==> src/hw/rtl/wgm_pkg.sv <==
`timescale 1ns / 1ps
// ----------------------------------------------------------------------------
// Wildcard glob matcher package
// Shared constants, action codes, and the structs for cell commands, links and the result word.
// ----------------------------------------------------------------------------
package wgm_pkg;

    localparam int MAX_MASK_LEN = 32;
    localparam int CHAR_W       = 16;
    localparam int ACTION_W     = 2;
    localparam int OUT_TDATA_W  = 8;

    localparam logic [CHAR_W-1:0] GLOB_STAR = 16'h002A;
    localparam logic [CHAR_W-1:0] GLOB_ANY  = 16'h003F;

    localparam logic [ACTION_W-1:0] ACT_APPEND  = 2'd0;
    localparam logic [ACTION_W-1:0] ACT_SUBJECT = 2'd1;
    localparam logic [ACTION_W-1:0] ACT_END     = 2'd2;
    localparam logic [ACTION_W-1:0] ACT_CLEAR   = 2'd3;

    typedef struct packed {
        logic              append;
        logic              consume;
        logic              rearm;
        logic              clear;
        logic [CHAR_W-1:0] ch;
    } wgm_cmd_t;

    typedef struct packed {
        logic used;
        logic carry;
        logic step;
    } wgm_link_t;

    typedef struct packed {
        logic mask_overflow;
        logic matched;
    } wgm_result_t;

endpackage

==> src/hw/rtl/wgm_cell.sv <==
`timescale 1ns / 1ps
// ----------------------------------------------------------------------------
// Wildcard glob matcher cell
// Holds one mask character and the active bit of the position in front of it.
// ----------------------------------------------------------------------------
module wgm_cell (
    input  logic               aclk,
    input  logic               aresetn,
    input  wgm_pkg::wgm_cmd_t  cmd,
    input  logic               home,
    input  wgm_pkg::wgm_link_t link_in,
    output wgm_pkg::wgm_link_t link_out,
    output logic               hit
);

    logic [wgm_pkg::CHAR_W-1:0] ch_reg;
    logic                       used_reg;
    logic                       used_next;
    logic                       act_reg;
    logic                       act_next;
    logic                       closed;
    logic                       is_star;
    logic                       is_step;
    logic                       write_en;

    assign closed   = act_reg | link_in.carry;
    assign is_star  = used_reg & (ch_reg == wgm_pkg::GLOB_STAR);
    assign is_step  = used_reg & (ch_reg != wgm_pkg::GLOB_STAR)
                      & ((ch_reg == wgm_pkg::GLOB_ANY) | (ch_reg == cmd.ch));
    assign write_en = cmd.append & link_in.used & ~used_reg;

    assign link_out.used  = used_reg;
    assign link_out.carry = closed & is_star;
    assign link_out.step  = closed & is_step;
    assign hit            = closed & link_in.used & ~used_reg;

    always_comb begin
        used_next = used_reg;
        if (cmd.clear) begin
            used_next = 1'b0;
        end else if (write_en) begin
            used_next = 1'b1;
        end
    end

    always_comb begin
        act_next = act_reg;
        if (cmd.rearm) begin
            act_next = home;
        end else if (cmd.consume) begin
            act_next = (closed & is_star) | link_in.step;
        end
    end

    always_ff @(posedge aclk) begin
        if (!aresetn) begin
            used_reg <= 1'b0;
            act_reg  <= home;
        end else begin
            used_reg <= used_next;
            act_reg  <= act_next;
        end
    end

    always_ff @(posedge aclk) begin
        if (write_en) begin
            ch_reg <= cmd.ch;
        end
    end

endmodule

==> src/hw/rtl/wgm_out_reg.sv <==
`timescale 1ns / 1ps
// ----------------------------------------------------------------------------
// Wildcard glob matcher output register
// Holds one result word until the master side takes it.
// ----------------------------------------------------------------------------
module wgm_out_reg (
    input  logic                                aclk,
    input  logic                                aresetn,
    input  logic                                load,
    input  wgm_pkg::wgm_result_t                result,
    output logic                                space,
    output logic                                m_tvalid,
    input  logic                                m_tready,
    output logic [wgm_pkg::OUT_TDATA_W-1:0]     m_tdata
);

    logic                 valid_reg;
    logic                 valid_next;
    wgm_pkg::wgm_result_t result_reg;

    assign space    = ~valid_reg | m_tready;
    assign m_tvalid = valid_reg;
    assign m_tdata  = {{(wgm_pkg::OUT_TDATA_W - 2){1'b0}}, result_reg.mask_overflow,
                       result_reg.matched};

    always_comb begin
        valid_next = valid_reg;
        if (load) begin
            valid_next = 1'b1;
        end else if (m_tready) begin
            valid_next = 1'b0;
        end
    end

    always_ff @(posedge aclk) begin
        if (!aresetn) begin
            valid_reg <= 1'b0;
        end else begin
            valid_reg <= valid_next;
        end
    end

    always_ff @(posedge aclk) begin
        if (load) begin
            result_reg <= result;
        end
    end

endmodule

==> src/hw/rtl/wildcard_glob_matcher_top.sv <==
`timescale 1ns / 1ps
// ----------------------------------------------------------------------------
// Wildcard glob matcher
// Matches a stream of 16-bit subject characters against a stored mask with
// '*' and '?' wildcards, using a row of position cells.
//
// Channel   Dir  tdata                  tuser
// s_        in   [15:0] character       [1:0] action
// m_        out  [0] matched,           none
//                [1] mask_overflow
//
// Every word is taken when accepted, and a new word can follow straight after it while s_tready is high.
// The end-of-subject word loads the result into the output register, which
// is read while further input words are accepted.
// The critical path is the star-closure chain through the 32 cells.
// Input stalls only while a result waits in the output register and
// m_tready is low. Reset empties the mask and rearms the automaton at once.
// ----------------------------------------------------------------------------
module wildcard_glob_matcher_top (
    input  logic        aclk,
    input  logic        aresetn,
    input  logic        s_tvalid,
    output logic        s_tready,
    input  logic [15:0] s_tdata,  // [15:0] character
    input  logic [1:0]  s_tuser,  // [1:0] action
    output logic        m_tvalid,
    input  logic        m_tready,
    output logic [7:0]  m_tdata   // [0] matched, [1] mask_overflow
);

    localparam int N = wgm_pkg::MAX_MASK_LEN;

    wgm_pkg::wgm_cmd_t    cmd;
    wgm_pkg::wgm_link_t   links [0:N];
    wgm_pkg::wgm_result_t result;
    logic [N-1:0]         hits;
    logic [N-1:0]         used_vec;
    logic                 accept;
    logic                 space;
    logic                 end_word;
    logic                 ovf_reg;
    logic                 ovf_next;
    logic                 last_reg;
    logic                 last_next;
    logic                 last_closed;
    logic                 last_hit;

    assign accept   = s_tvalid & s_tready;
    assign s_tready = space;
    assign end_word = accept & (s_tuser == wgm_pkg::ACT_END);

    assign cmd.append  = accept & (s_tuser == wgm_pkg::ACT_APPEND);
    assign cmd.consume = accept & (s_tuser == wgm_pkg::ACT_SUBJECT);
    assign cmd.clear   = accept & (s_tuser == wgm_pkg::ACT_CLEAR);
    assign cmd.rearm   = end_word | cmd.clear;
    assign cmd.ch      = s_tdata;

    assign links[0] = '{used: 1'b1, carry: 1'b0, step: 1'b0};

    for (genvar k = 0; k < N; k++) begin : g_cell
        wgm_cell u_cell (
            .aclk     (aclk),
            .aresetn  (aresetn),
            .cmd      (cmd),
            .home     (k == 0),
            .link_in  (links[k]),
            .link_out (links[k+1]),
            .hit      (hits[k])
        );
        assign used_vec[k] = links[k+1].used;
    end

    assign last_closed = last_reg | links[N].carry;
    assign last_hit    = last_closed & links[N].used;

    assign result.matched       = ((|hits) | last_hit) & ~ovf_reg;
    assign result.mask_overflow = ovf_reg;

    always_comb begin
        ovf_next = ovf_reg;
        if (cmd.clear) begin
            ovf_next = 1'b0;
        end else if (cmd.append & links[N].used) begin
            ovf_next = 1'b1;
        end
    end

    always_comb begin
        last_next = last_reg;
        if (cmd.rearm) begin
            last_next = 1'b0;
        end else if (cmd.consume) begin
            last_next = links[N].step;
        end
    end

    always_ff @(posedge aclk) begin
        if (!aresetn) begin
            ovf_reg  <= 1'b0;
            last_reg <= 1'b0;
        end else begin
            ovf_reg  <= ovf_next;
            last_reg <= last_next;
        end
    end

    wgm_out_reg u_out_reg (
        .aclk     (aclk),
        .aresetn  (aresetn),
        .load     (end_word),
        .result   (result),
        .space    (space),
        .m_tvalid (m_tvalid),
        .m_tready (m_tready),
        .m_tdata  (m_tdata)
    );

    // The filled cells always form an unbroken run from cell zero.
    a_used_run: assert property (@(posedge aclk) disable iff (!aresetn)
        ((used_vec & (used_vec + 1'b1)) == '0))
        else $error("mask cells are not filled in order");

    a_ovf_no_match: assert property (@(posedge aclk) disable iff (!aresetn)
        (m_tvalid && m_tdata[1]) |-> !m_tdata[0])
        else $error("match reported with overflowed mask");

    a_end_result: assert property (@(posedge aclk) disable iff (!aresetn)
        end_word |=> m_tvalid)
        else $error("end of subject gave no result word");

    a_clear_state: assert property (@(posedge aclk) disable iff (!aresetn)
        cmd.clear |=> (!ovf_reg && !last_reg && !used_vec[0]))
        else $error("clear left state behind");

endmodule

==> config.mk <==
export PLATFORM = sky130hd
export DESIGN_NAME = wildcard_glob_matcher_top
export DESIGN_NICKNAME = d
export VERILOG_FILES = /design/src/hw/rtl/wgm_pkg.sv /design/src/hw/rtl/wgm_cell.sv /design/src/hw/rtl/wgm_out_reg.sv /design/src/hw/rtl/wildcard_glob_matcher_top.sv
export SDC_FILE = /design/constraint.sdc
export NUM_CORES = 1
export LEC_CHECK = 0
export BUFFER_PORTS_ARGS = -buffer_cell sky130_fd_sc_hd__buf_2
export CAP_MARGIN = 20
export CORE_ASPECT_RATIO = 0.5
export CORE_UTILIZATION = 55
export CTS_BUF_LIST = sky130_fd_sc_hd__clkbuf_8
export DETAILED_ROUTE_END_ITERATION = 8
export PLACE_DENSITY = 0.71
export SKIP_CTS_REPAIR_TIMING = 1
export SYNTH_ARGS = -nofsm -noshare
export SYNTH_HDL_FRONTEND = slang
export SYNTH_HIERARCHICAL = 1
export SYNTH_SLANG_ARGS = --single-unit
export TNS_END_PERCENT = 1
==> constraint.sdc <==
create_clock -name aclk -period 17.4 [get_ports aclk]
set_input_delay 3.48 -clock aclk [delete_from_list [all_inputs] [get_ports aclk]]
set_output_delay 3.48 -clock aclk [all_outputs]
set_load 0.05 [all_outputs]
==> results of run 1 <==
[report_power, final]
| part | switching, mW | leakage (nW) | internal, mW |
|---|---|---|---|
| logic | 0.106 | 3.91 | 0.0463 |
| registers | 0.00435 | 5.23 | 1.54 |
| clock network | 0.509 | 0.933 | 0.573 |
[routing by layer]
layer / part of all wire [%] / routed length, um / global-route usage [%] / up-vias
met5: 0 / 0 / 0 / -
met4: 2.3 / 1350 / 7.24 / 0
met3: 5.0 / 2970 / 3.87 / 93
met2: 43 / 25400 / 34.5 / 408
met1: 50 / 29600 / 35.8 / 8223
li1: - / - / - / 7778
[per-stage QoR]
step | total power [mW] | worst slack (ns) | instance area, sq um
6_report | 2.78 | 1.65 | 30300
2_1_floorplan | 1.64 | 2.23 | 27600
5_1_grt | 2.88 | -0.189 | 30300
4_1_cts | 2.80 | -0.736 | 30200
3_5_place_dp | 1.72 | -0.522 | 28500
3_3_place_gp | 1.72 | 0.160 | 28500
[path summary, 6_finish.rpt]
path / cells after the start / endpoint / start
worst max-delay path: 68 / u_out_reg/m_tdata[0] / g_cell[0].u_cell/ch_reg[13]
worst min-delay path: 2 / ovf_reg / ovf_reg
worst max register to register: 68 / u_out_reg/m_tdata[0] / g_cell[0].u_cell/ch_reg[13]
worst min register to register: 2 / ovf_reg / ovf_reg
[worst max-delay path: cells and delay by family (launching register included)]
kind            cells  cell delay (ns)
compound gates     33             6.43
simple gates       35             8.79
flops               1             0.40
[logic make-up (layout without fill, tap and decap cells)]
| group | after synthesis | count (layout) | share of synthesized area [%] |
|---|---|---|---|
| other cells | 3 | 44 | 0.0410 |
| mux | 1 | 1 | 0.0365 |
| buf+inv | 41 | 207 | 1.08 |
| xor+xnor | 512 | 512 | 16.3 |
| compound gates | 101 | 101 | 3.36 |
| flops | 581 | 581 | 62.3 |
| simple gates | 758 | 758 | 16.8 |
[area by class of cell]
class / instances / area [sq um] / area share, %
well taps: 649 / 812 / 2.68
multi-input cells: 1415 / 10300 / 34.1
diodes: 1 / 2.50 / 0.00826
inverters: 3 / 11.3 / 0.0372
clock buffers: 95 / 1310 / 4.32
clock inverters: 57 / 360 / 1.19
repair buffers: 52 / 365 / 1.21
flip-flops and latches: 581 / 17100 / 56.4
[layout by cell type, fill, tap and decap left out, types with 2 or more instances in the layout]
cell type	count
bufinv_16	5
nor4_1	168
o21ai_1	2
nor3b_1	64
o21ai_0	31
or3_2	32
clkbuf_8	95
nand2_1	3
or2_0	32
nand2b_1	64
buf_4	42
nand4_1	64
a211oi_2	32
and4b_1	33
clkinv_1	21
nor3_2	27
nand3_1	34
nor2_1	130
inv_1	26
edfxtp_1	546
buf_2	10
and3b_1	32
o31a_2	32
nor3_1	38
clkinv_2	6
xor2_1	512
dfxtp_1	35
or2_2	32
clkinvlp_4	2
conb_1	43
==> impl_results.md, run 1 <==
- Outcome: finished clean
- Max reg flops: 512
- Synth area leader: edfxtp_1
- Top post-synthesis cells by area: edfxtp_1 (60%), xor2_1 (16%), nor4_1 (3.8%)
- TritonCTS buffer count: a little over 80
- Maxcap violations: 0
- Slowest CP cell: edfxtp_1
- Startpoint types: register
- Post-DP HPWL: 35.4 mm
- Asr flop ratio synth: 0%
- GPL Wtd Cong: around 0.8
- First-pass GRT wire length: 92.6 mm
- Worst-Margin Slew: 1.15 ns
- 1st-pass router iterations: 5
- Sequential share of the synthesized area: 62.3%
- Most frequent cell after synthesis: edfxtp_1
- Total core area: roughly 50000 sq um
- DRT iter0 DRCs: 1141
- Wire per inst: 20.8 um
- Worst skew pair latency: 0.64 ns
- CTS tree: yes
- Yosys warns: 6
- Vias/cell: 5.78
- WS Path Type: register to register
- Top FF cell, synth: edfxtp_1
- Nets: 2157
- DRC: 0
- Most used cell along the critical path: o21ai_0
- Fin. max-slew vios: 0
- Slew headroom: 22.3%
- Die Y: 160 um
- Ports: 32
- Min Tclk post-route: 15.75 ns
- Longest Clk Path Bufs: 3
- Synth top cells by count: edfxtp_1 (546), xor2_1 (512), nor4_1 (168), nor2_1 (130), nor3_1 (65)
- Worst Path Arrival: between 15 and 20 ns
- Final Non-Filler Cells: 2853
- FF-to-FF setup slack: roughly 1.6 ns
- Pwr/cell area: around 92 nW/um^2
- Post-synth EDFFs: 546
- Total Wirelength: 59.3 mm
- Share of layout cells above drive strength 1: 14.4%
- Cell variety after synth: 32
- Mapped Cells: roughly 2000
- Post-DRT Antenna Nets: 0
- Final setup vio count: 0
- Mapped Avg Cell Area: about 14 sq um
- CTS H-tree lvls: 3
- Die area: roughly 50000 sq um
- Initial antenna violation count: 1
- Placed insts: 2699
- Fillers: 3701
- CP max FO: 3
- Via count: 16500
- Leakage: 10.1 nW
- Root buf cell: clkbuf_8
- Number of global-route vias before repair: roughly 16000
- Area growth syn-to-layout: 10.4%
- Hold_ws: 0.521 ns
- Setup tns final: 0 ns
- Post-Route Skew: around 0.032 ns
- WP data required: 17.87 ns
- Hold Crit Class: register to register
- Grt total ovfl: 0
- Final Hold Fails: 0
- Num rows: 57
- Gr usage total: 23.5%
- Final Cycle Share: 90.5%
- Die X: 318 um
- CTS Sinks: between 500 and 600
- Max incr delay on CP: roughly 0.4 ns
- CTS clk-pin slew, worst paths: 0.07 ns
- Final core occ: 62.0%
- Crit path capture type: register
- I/O Buffers: 25
- Top-area cell type share of the netlist area: 59.7%
- Synthesized cell area: 27400 sq um
- Worst vdd ir: approximately 0.046 mV
- Largest net degree at the start of global routing: 68
- Yosys reg bits: 581
- Starting Density: 56.2%
- Fmax: about 63 MHz
(Power assumes the default switching activity.)
==> run 2: changes to the inputs <==
--- a/config.mk
+++ b/config.mk
@@ -5,6 +5,7 @@
 export SDC_FILE = /design/constraint.sdc
 export NUM_CORES = 1
 export LEC_CHECK = 0
+export ABC_AREA = 1
 export BUFFER_PORTS_ARGS = -buffer_cell sky130_fd_sc_hd__buf_2
 export CAP_MARGIN = 20
 export CORE_ASPECT_RATIO = 0.5
==> impl_results.md, run 2 <==
- Hold path depth: 0 (was 2)
- Commonest non-fill, non-tap cells in the layout: nand2_1 (1741), inv_1 (841), nor2_1 (663), edfxtp_1 (546), inv_2 (256) (was edfxtp_1 (546), xor2_1 (512), nor4_1 (168), nor2_1 (130), clkbuf_8 (95))
- CP max FO: 3 (unchanged)
- RSZ-0062 raised after global routing: false
- Reg2reg start: g_cell[0].u_cell/ch_reg[7] (was g_cell[0].u_cell/ch_reg[13])
- Worst Path Arrival: 14.12 ns (was 16.22 ns)
- Hold_ws: 0.484 ns (was 0.521 ns)
- WS Path Type: register to register (unchanged)
- Largest family of logic cells by synthesized area: simple AND/OR/NAND/NOR gates (unchanged)
- I/O Buffers: 25 (unchanged)
- Ports: 32 (unchanged)
- Synth Area in XOR/XNOR: 0% (was 16.3%)
- CTS clk-pin slew, worst paths: 0.06 ns (was 0.07 ns)
- Post-synth EDFFs: 546 (unchanged)
- Synthesized cell area: 33900 sq um (was 27400 sq um)
- Slowest CP cell: edfxtp_1 (unchanged)
- Maxcap violations: 0 (unchanged)
- Starting Density: 56.4% (was 56.2%)
- Die Y: 177 um (was 160 um)
- Leakage: 18.4 nW (was 10.1 nW)
- CTS H-tree lvls: 3 (unchanged)
- CTS tree: yes (unchanged)
- Post-Route Skew: 0.0347 ns (was 0.0322 ns)
- Min Tclk post-route: 13.57 ns (was 15.75 ns)
- Post-synthesis simple-gate area fraction: 34.1% (was 16.8%)
- Nets: 4835 (was 2157)
- Top FF cell, synth: edfxtp_1 (unchanged)
- Root buf cell: clkbuf_8 (unchanged)
- Largest net degree at the start of global routing: 79 (was 68)
- Vias/cell: 4.86 (was 5.78)
- Total core area: 60000 sq um (was 48900 sq um)
- Int Pwr: 2.10 mW (was 2.16 mW)
- WP data required: 17.94 ns (was 17.87 ns)
- Mapped Avg Cell Area: 7.29 sq um (was 13.7 sq um)
- Final Cycle Share: 78.0% (was 90.5%)
- Via count: 27700 (was 16500)
- Synth top cells by count: nand2_1 (1741), inv_1 (808), nor2_1 (664), edfxtp_1 (546), inv_2 (256) (was edfxtp_1 (546), xor2_1 (512), nor4_1 (168), nor2_1 (130), nor3_1 (65))
- CTS Sinks: 581 (unchanged)
- Gate power share: 7.7% (was 5.5%)
- Share of layout cells above drive strength 1: 14.4% (about the same)
- Slew headroom: 29.7% (was 22.3%)
- Most frequent cell after synthesis: nand2_1 (was edfxtp_1)
- Worst-Margin Slew: 1.05 ns (was 1.15 ns)
- Worst skew pair latency: 0.68 ns (was 0.64 ns)
- Top-area cell type share of the netlist area: 48.4% (was 59.7%)
- Longest Clk Path Bufs: 3 (unchanged)
- Worst Hold Path EP: u_out_reg/m_tdata[1] (was ovf_reg)
- Final setup vio count: 0 (unchanged)
- Worst min-delay path startpoint: ovf_reg (unchanged)
- DRC: 0 (unchanged)
- Buf/Inv on CP: 32 (was 0)
- DRT iter0 DRCs: 2073 (was 1141)
- 1st-pass router iterations: 6 (was 5)
- P_sw: 0.700 mW (was 0.619 mW)
- Wire per inst: 13.7 um (was 20.8 um)
- Yosys warns: 6 (unchanged)
- Sequential share of the synthesized area: 50.5% (was 62.3%)
- Clock power frac: 37.2% (was 38.9%)
- Sequential share of power: 55.1% (was 55.5%)
- Post-synthesis mux area share: 0% (was 0.0365%)
- Grt total ovfl: 0 (unchanged)
- First-pass GRT wire length: 126 mm (was 92.6 mm)
- Outcome: finished clean (unchanged)
- Most common cell after layout, fill and taps aside: nand2_1 (was edfxtp_1)
- Asr flop ratio synth: 0% (unchanged)
- Register-to-Register Path Depth: 133 (was 68)
- Mapped Cells: 4647 (was 1997)
- Setup tns final: 0 ns (unchanged)
- N_diodes: 0 (was 1)
- Crit Reg-Reg Endpoint: u_out_reg/m_tdata[0] (unchanged)
- Cell variety after synth: 19 (was 32)
- Num rows: 63 (was 57)
- Critical path's top delay family: simple AND/OR/NAND/NOR gates (unchanged)
- Final Hold Fails: 0 (unchanged)
- Fmax: 73.7 MHz (was 63.5 MHz)
- Total Wirelength: 78.0 mm (was 59.3 mm)
- Max reg flops: 512 (unchanged)
- Pwr/cell area: 75.8 nW/um^2 (was 91.6 nW/um^2)
- Post-DRT Antenna Nets: 0 (unchanged)
- Synth Area in Compound Gates: 2.70% (was 3.36%)
- Worst vdd ir: 0.0587 mV (was 0.0465 mV)
- Synth Area in Adders: 0% (unchanged)
- Gr usage total: 25.1% (was 23.5%)
- Fillers: 5147 (was 3701)
- Crit path capture type: register (unchanged)
- Fin. max-slew vios: 0 (unchanged)
- Initial antenna violation count: 0 (was 1)
- Startpoint types: register (unchanged)
- Final core occ: 61.5% (was 62.0%)
- Switching Share: 25.0% (was 22.3%)
- FF-to-FF setup slack: 3.83 ns (was 1.65 ns)
- Yosys reg bits: 581 (unchanged)
- Hold Crit Class: register to register (unchanged)
- Synth area leader: edfxtp_1 (unchanged)
- Die X: 353 um (was 318 um)
- Post-DP HPWL: 48.6 mm (was 35.4 mm)
- TritonCTS buffer count: 86 (was 82)
- Most used cell along the critical path: nor2_1 (was o21ai_0)
- Die area: 62600 sq um (was 50800 sq um)
- Top post-synthesis cells by area: edfxtp_1 (48%), nand2_1 (19%), inv_1 (9.0%) (was edfxtp_1 (60%), xor2_1 (16%), nor4_1 (3.8%))
- GPL Wtd Cong: 0.830 (was 0.800)
- Max incr delay on CP: 0.40 ns (about the same)
- Area growth syn-to-layout: 8.91% (was 10.4%)
- Number of global-route vias before repair: 25600 (was 16400)
-- run 2: cell types whose count changed after synthesis, sizes merged, moves of 63 or more --
| cell | change |
|---|---|
| a21oi | +99 |
| inv | +1061 |
| nand2 | +1773 |
| nand2b | -65 |
| nand3 | +63 |
| nand4 | +64 |
| nor2 | +663 |
| nor3 | -64 |
| nor3b | -64 |
| nor4 | -168 |
| xor2 | -512 |
-- run 2: per-layer routing --
layer / global-route usage [%] / part of all wire, %
met4: 6.92 / 2.2
met5: 0 / 0
met2: 41.6 / 45
met3: 3.50 / 6.4
met1: 34.8 / 47
-- run 2: kinds of logic after synthesis --
group	after synthesis
and+or+nand+nor	2827
other	3
AOI/OAI and AO/OA	134
DFF	581
buffers and inverters	1102
-- run 2: stage by stage --
| stage | instance area, sq um | worst slack (ns) | power, mW | instances |
|---|---|---|---|---|
| after floorplan | 34000 | 6.06 | 1.69 | 4686 |
| after global placement | 35300 | 4.41 | 1.78 | 5537 |
| after detailed placement | 35300 | 4.03 | 1.79 | 5537 |
| final | 36900 | 3.83 | 2.80 | 5695 |
| after global routing | 36900 | 1.74 | 2.90 | 5695 |
| after CTS | 36900 | 3.91 | 2.82 | 5695 |
-- run 2: worst reg2reg max path: cells and delay by family (launching register included) --
kind            cells  cell delay (ns)
simple gates      100            10.44
buf+inv            32             2.55
flops               1             0.40
compound gates      1             0.07
-- run 2: power groups by stage --
| stage | clock, mW | combinational [mW] | sequential [mW] |
|---|---|---|---|
| 6_report | 1.04 | 0.216 | 1.54 |
| 5_1_grt | 1.12 | 0.245 | 1.54 |
| 3_3_place_gp | 0 | 0.207 | 1.57 |
| 4_1_cts | 1.06 | 0.216 | 1.54 |
| 3_5_place_dp | 0 | 0.215 | 1.57 |
| 2_1_floorplan | 0 | 0.115 | 1.57 |
-- run 2: final cells by class --
| type | count | area [sq um] | share of cell area (%) |
|---|---|---|---|
| clock buffer | 95 | 1310 | 3.55 |
| inverter | 1064 | 3990 | 10.8 |
| multi-input combinational | 3003 | 12600 | 34.3 |
| tap | 812 | 1020 | 2.76 |
| timing repair buffer | 77 | 558 | 1.51 |
| sequential | 581 | 17100 | 46.4 |
| clock inverter | 63 | 262 | 0.709 |
-- run 2: worst max-delay path by stage --
stage,from,endpoint,slack (ns),cells after the start
final,g_cell[0].u_cell/ch_reg[7],u_out_reg/m_tdata[0],3.83,133
after global routing,g_cell[0].u_cell/ch_reg[7],u_out_reg/m_tdata[0],1.74,133
after CTS,g_cell[0].u_cell/ch_reg[14],u_out_reg/m_tdata[0],3.91,133
after detailed placement,g_cell[0].u_cell/ch_reg[7],u_out_reg/m_tdata[0],4.03,133
after global placement,g_cell[0].u_cell/ch_reg[7],u_out_reg/m_tdata[0],4.41,133
after floorplan,g_cell[0].u_cell/ch_reg[1],u_out_reg/m_tdata[0],6.06,132
==> run 3: changes to the inputs <==
==> constraint.sdc (replaced) <==
create_clock -name aclk -period 13 [get_ports aclk]
set_input_delay 2.6 -clock aclk [delete_from_list [all_inputs] [get_ports aclk]]
set_output_delay 2.6 -clock aclk [all_outputs]
set_load 0.05 [all_outputs]
==> impl_results.md, run 3 (synthesis gave the netlist of run 2 again) <==
- Outcome: finished clean (unchanged)
- Final Cycle Share: 94.6% (was 78.0%)
- CTS tree: yes (unchanged)
- I/O Buffers: 25 (unchanged)
- Commonest non-fill, non-tap cells in the layout: nand2_1 (1741), inv_1 (813), nor2_1 (601), edfxtp_1 (546), inv_2 (281) (was nand2_1 (1741), inv_1 (841), nor2_1 (663), edfxtp_1 (546), inv_2 (256))
- Slew headroom: 24.5% (was 29.7%)
- Num rows: 63 (unchanged)
- Worst skew pair latency: 0.68 ns (about the same)
- Worst Path Arrival: 12.80 ns (was 14.12 ns)
- Ports: 32 (unchanged)
- CTS Sinks: 581 (unchanged)
- Die area: 62600 sq um (unchanged)
- Pre-CTS setup slack: 0.00301 ns (was 4.03 ns)
- Fillers: 5069 (was 5147)
- Pwr/cell area: 99.6 nW/um^2 (was 75.8 nW/um^2)
- WP data required: 13.51 ns (was 17.94 ns)
- TritonCTS buffer count: 85 (was 86)
- Die Y: 177 um (unchanged)
- Gr usage total: 25.5% (was 25.1%)
- Hold path depth: 2 (was 0)
- Multi-input logic area: 13000 sq um (was 12600 sq um)
- Dpl cell area: 35500 sq um (was 35300 sq um)
- Hold_ws: 0.485 ns (was 0.484 ns)
- Final Hold Fails: 0 (unchanged)
- Worst-Margin Slew: 1.13 ns (was 1.05 ns)
- Share of layout cells above drive strength 1: 17.6% (was 14.4%)
- Slowest CP cell: edfxtp_1 (unchanged)
- Hold Crit Class: register to register (unchanged)
- Area growth syn-to-layout: 11.3% (was 8.91%)
- Maxcap violations: 0 (unchanged)
- N_diodes: 0 (unchanged)
- 1st-pass router iterations: 5 (was 6)
- Setup tns final: 0 ns (unchanged)
- Final worst slack: 0.707 ns (was 3.83 ns)
- Finished layout cell area: 37700 sq um (was 36900 sq um)
- Largest net degree at the start of global routing: 90 (was 79)
- DRT iter0 DRCs: 1919 (was 2073)
- Crit path capture type: register (unchanged)
- Number of global-route vias before repair: 26200 (was 25600)
- Most used cell along the critical path: nor2_2 (was nor2_1)
- First-pass GRT wire length: 127 mm (was 126 mm)
- CTS H-tree lvls: 3 (unchanged)
- GPL Wtd Cong: 0.832 (was 0.830)
- CP max FO: 3 (unchanged)
- Power, Total: 3.75 mW (was 2.80 mW)
- Final setup vio count: 0 (unchanged)
- Nets: 4891 (was 4835)
- Wire per inst: 13.9 um (was 13.7 um)
- Starting Density: 56.4% (unchanged)
- Post-DRT Antenna Nets: 0 (unchanged)
- Root buf cell: clkbuf_8 (unchanged)
- Final Non-Filler Cells: 5743 (was 5695)
- Fmax: 81.3 MHz (was 73.7 MHz)
- Sequential cell area: 17100 sq um (unchanged)
- Longest Clk Path Bufs: 3 (unchanged)
- Fin. max-slew vios: 0 (unchanged)
- CTS clk-pin slew, worst paths: 0.06 ns (about the same)
- Min Tclk post-route: 12.29 ns (was 13.57 ns)
- Die X: 353 um (unchanged)
- Register-to-Register Path Depth: 133 (unchanged)
- Placed insts: 5561 (was 5537)
- Max incr delay on CP: 0.41 ns (was 0.40 ns)
- Post-DP HPWL: 48.4 mm (was 48.6 mm)
- Leakage: 18.6 nW (was 18.4 nW)
- Most common cell after layout, fill and taps aside: nand2_1 (unchanged)
- Max reg flops: 512 (unchanged)
- Worst vdd ir: 0.0980 mV (was 0.0587 mV)
- Final core occ: 62.8% (was 61.5%)
- Vias/cell: 4.91 (was 4.86)
- Initial antenna violation count: 1 (was 0)
- Total Wirelength: 79.6 mm (was 78.0 mm)
- DRC: 0 (unchanged)
- WS Path Type: register to register (unchanged)
- Total core area: 60000 sq um (unchanged)
- Post-Route Skew: 0.0365 ns (was 0.0347 ns)
- Grt total ovfl: 0 (unchanged)
- Startpoint types: register (unchanged)
- Via count: 28200 (was 27700)
-- run 3: cell type report --
type                       count  area share (%)
timing repair buffer         134            2.67
multi-input combinational   3003            34.5
clock inverter                55           0.671
sequential                   581            45.4
tap                          812            2.70
inverter                    1064            10.6
clock buffer                  94            3.43
-- run 3: power by group --
part	switching, mW	internal, mW
sequential	0.00665	2.06
clock	0.709	0.680
combinational	0.217	0.0830
total	0.932	2.82
-- run 3: per-layer routing --
| metal | up-vias | global-route usage (%) | part of all wire, % |
|---|---|---|---|
| li1 | 14400 | - | - |
| met1 | 12900 | 34.7 | 46 |
| met2 | 703 | 42.2 | 45 |
| met3 | 138 | 4.17 | 6.4 |
| met4 | 0 | 7.68 | 2.0 |
| met5 | - | 0 | 0 |
-- run 3: worst paths after layout --
| kind | slack (ns) | endpoint | startpoint |
|---|---|---|---|
| worst max register to register | 0.71 | u_out_reg/m_tdata[0] | g_cell[0].u_cell/ch_reg[9] |
| worst min-delay path | 0.48 | ovf_reg | ovf_reg |
| worst min register to register | 0.48 | ovf_reg | ovf_reg |
| worst max-delay path | 0.71 | u_out_reg/m_tdata[0] | g_cell[0].u_cell/ch_reg[9] |
-- run 3: critical path, delay by kind of cell, from the launching register on --
kind / cells / cell delay [ns]
buf+inv: 33 / 2.63
flops: 1 / 0.41
simple gates: 99 / 9.04
compound gates: 1 / 0.05
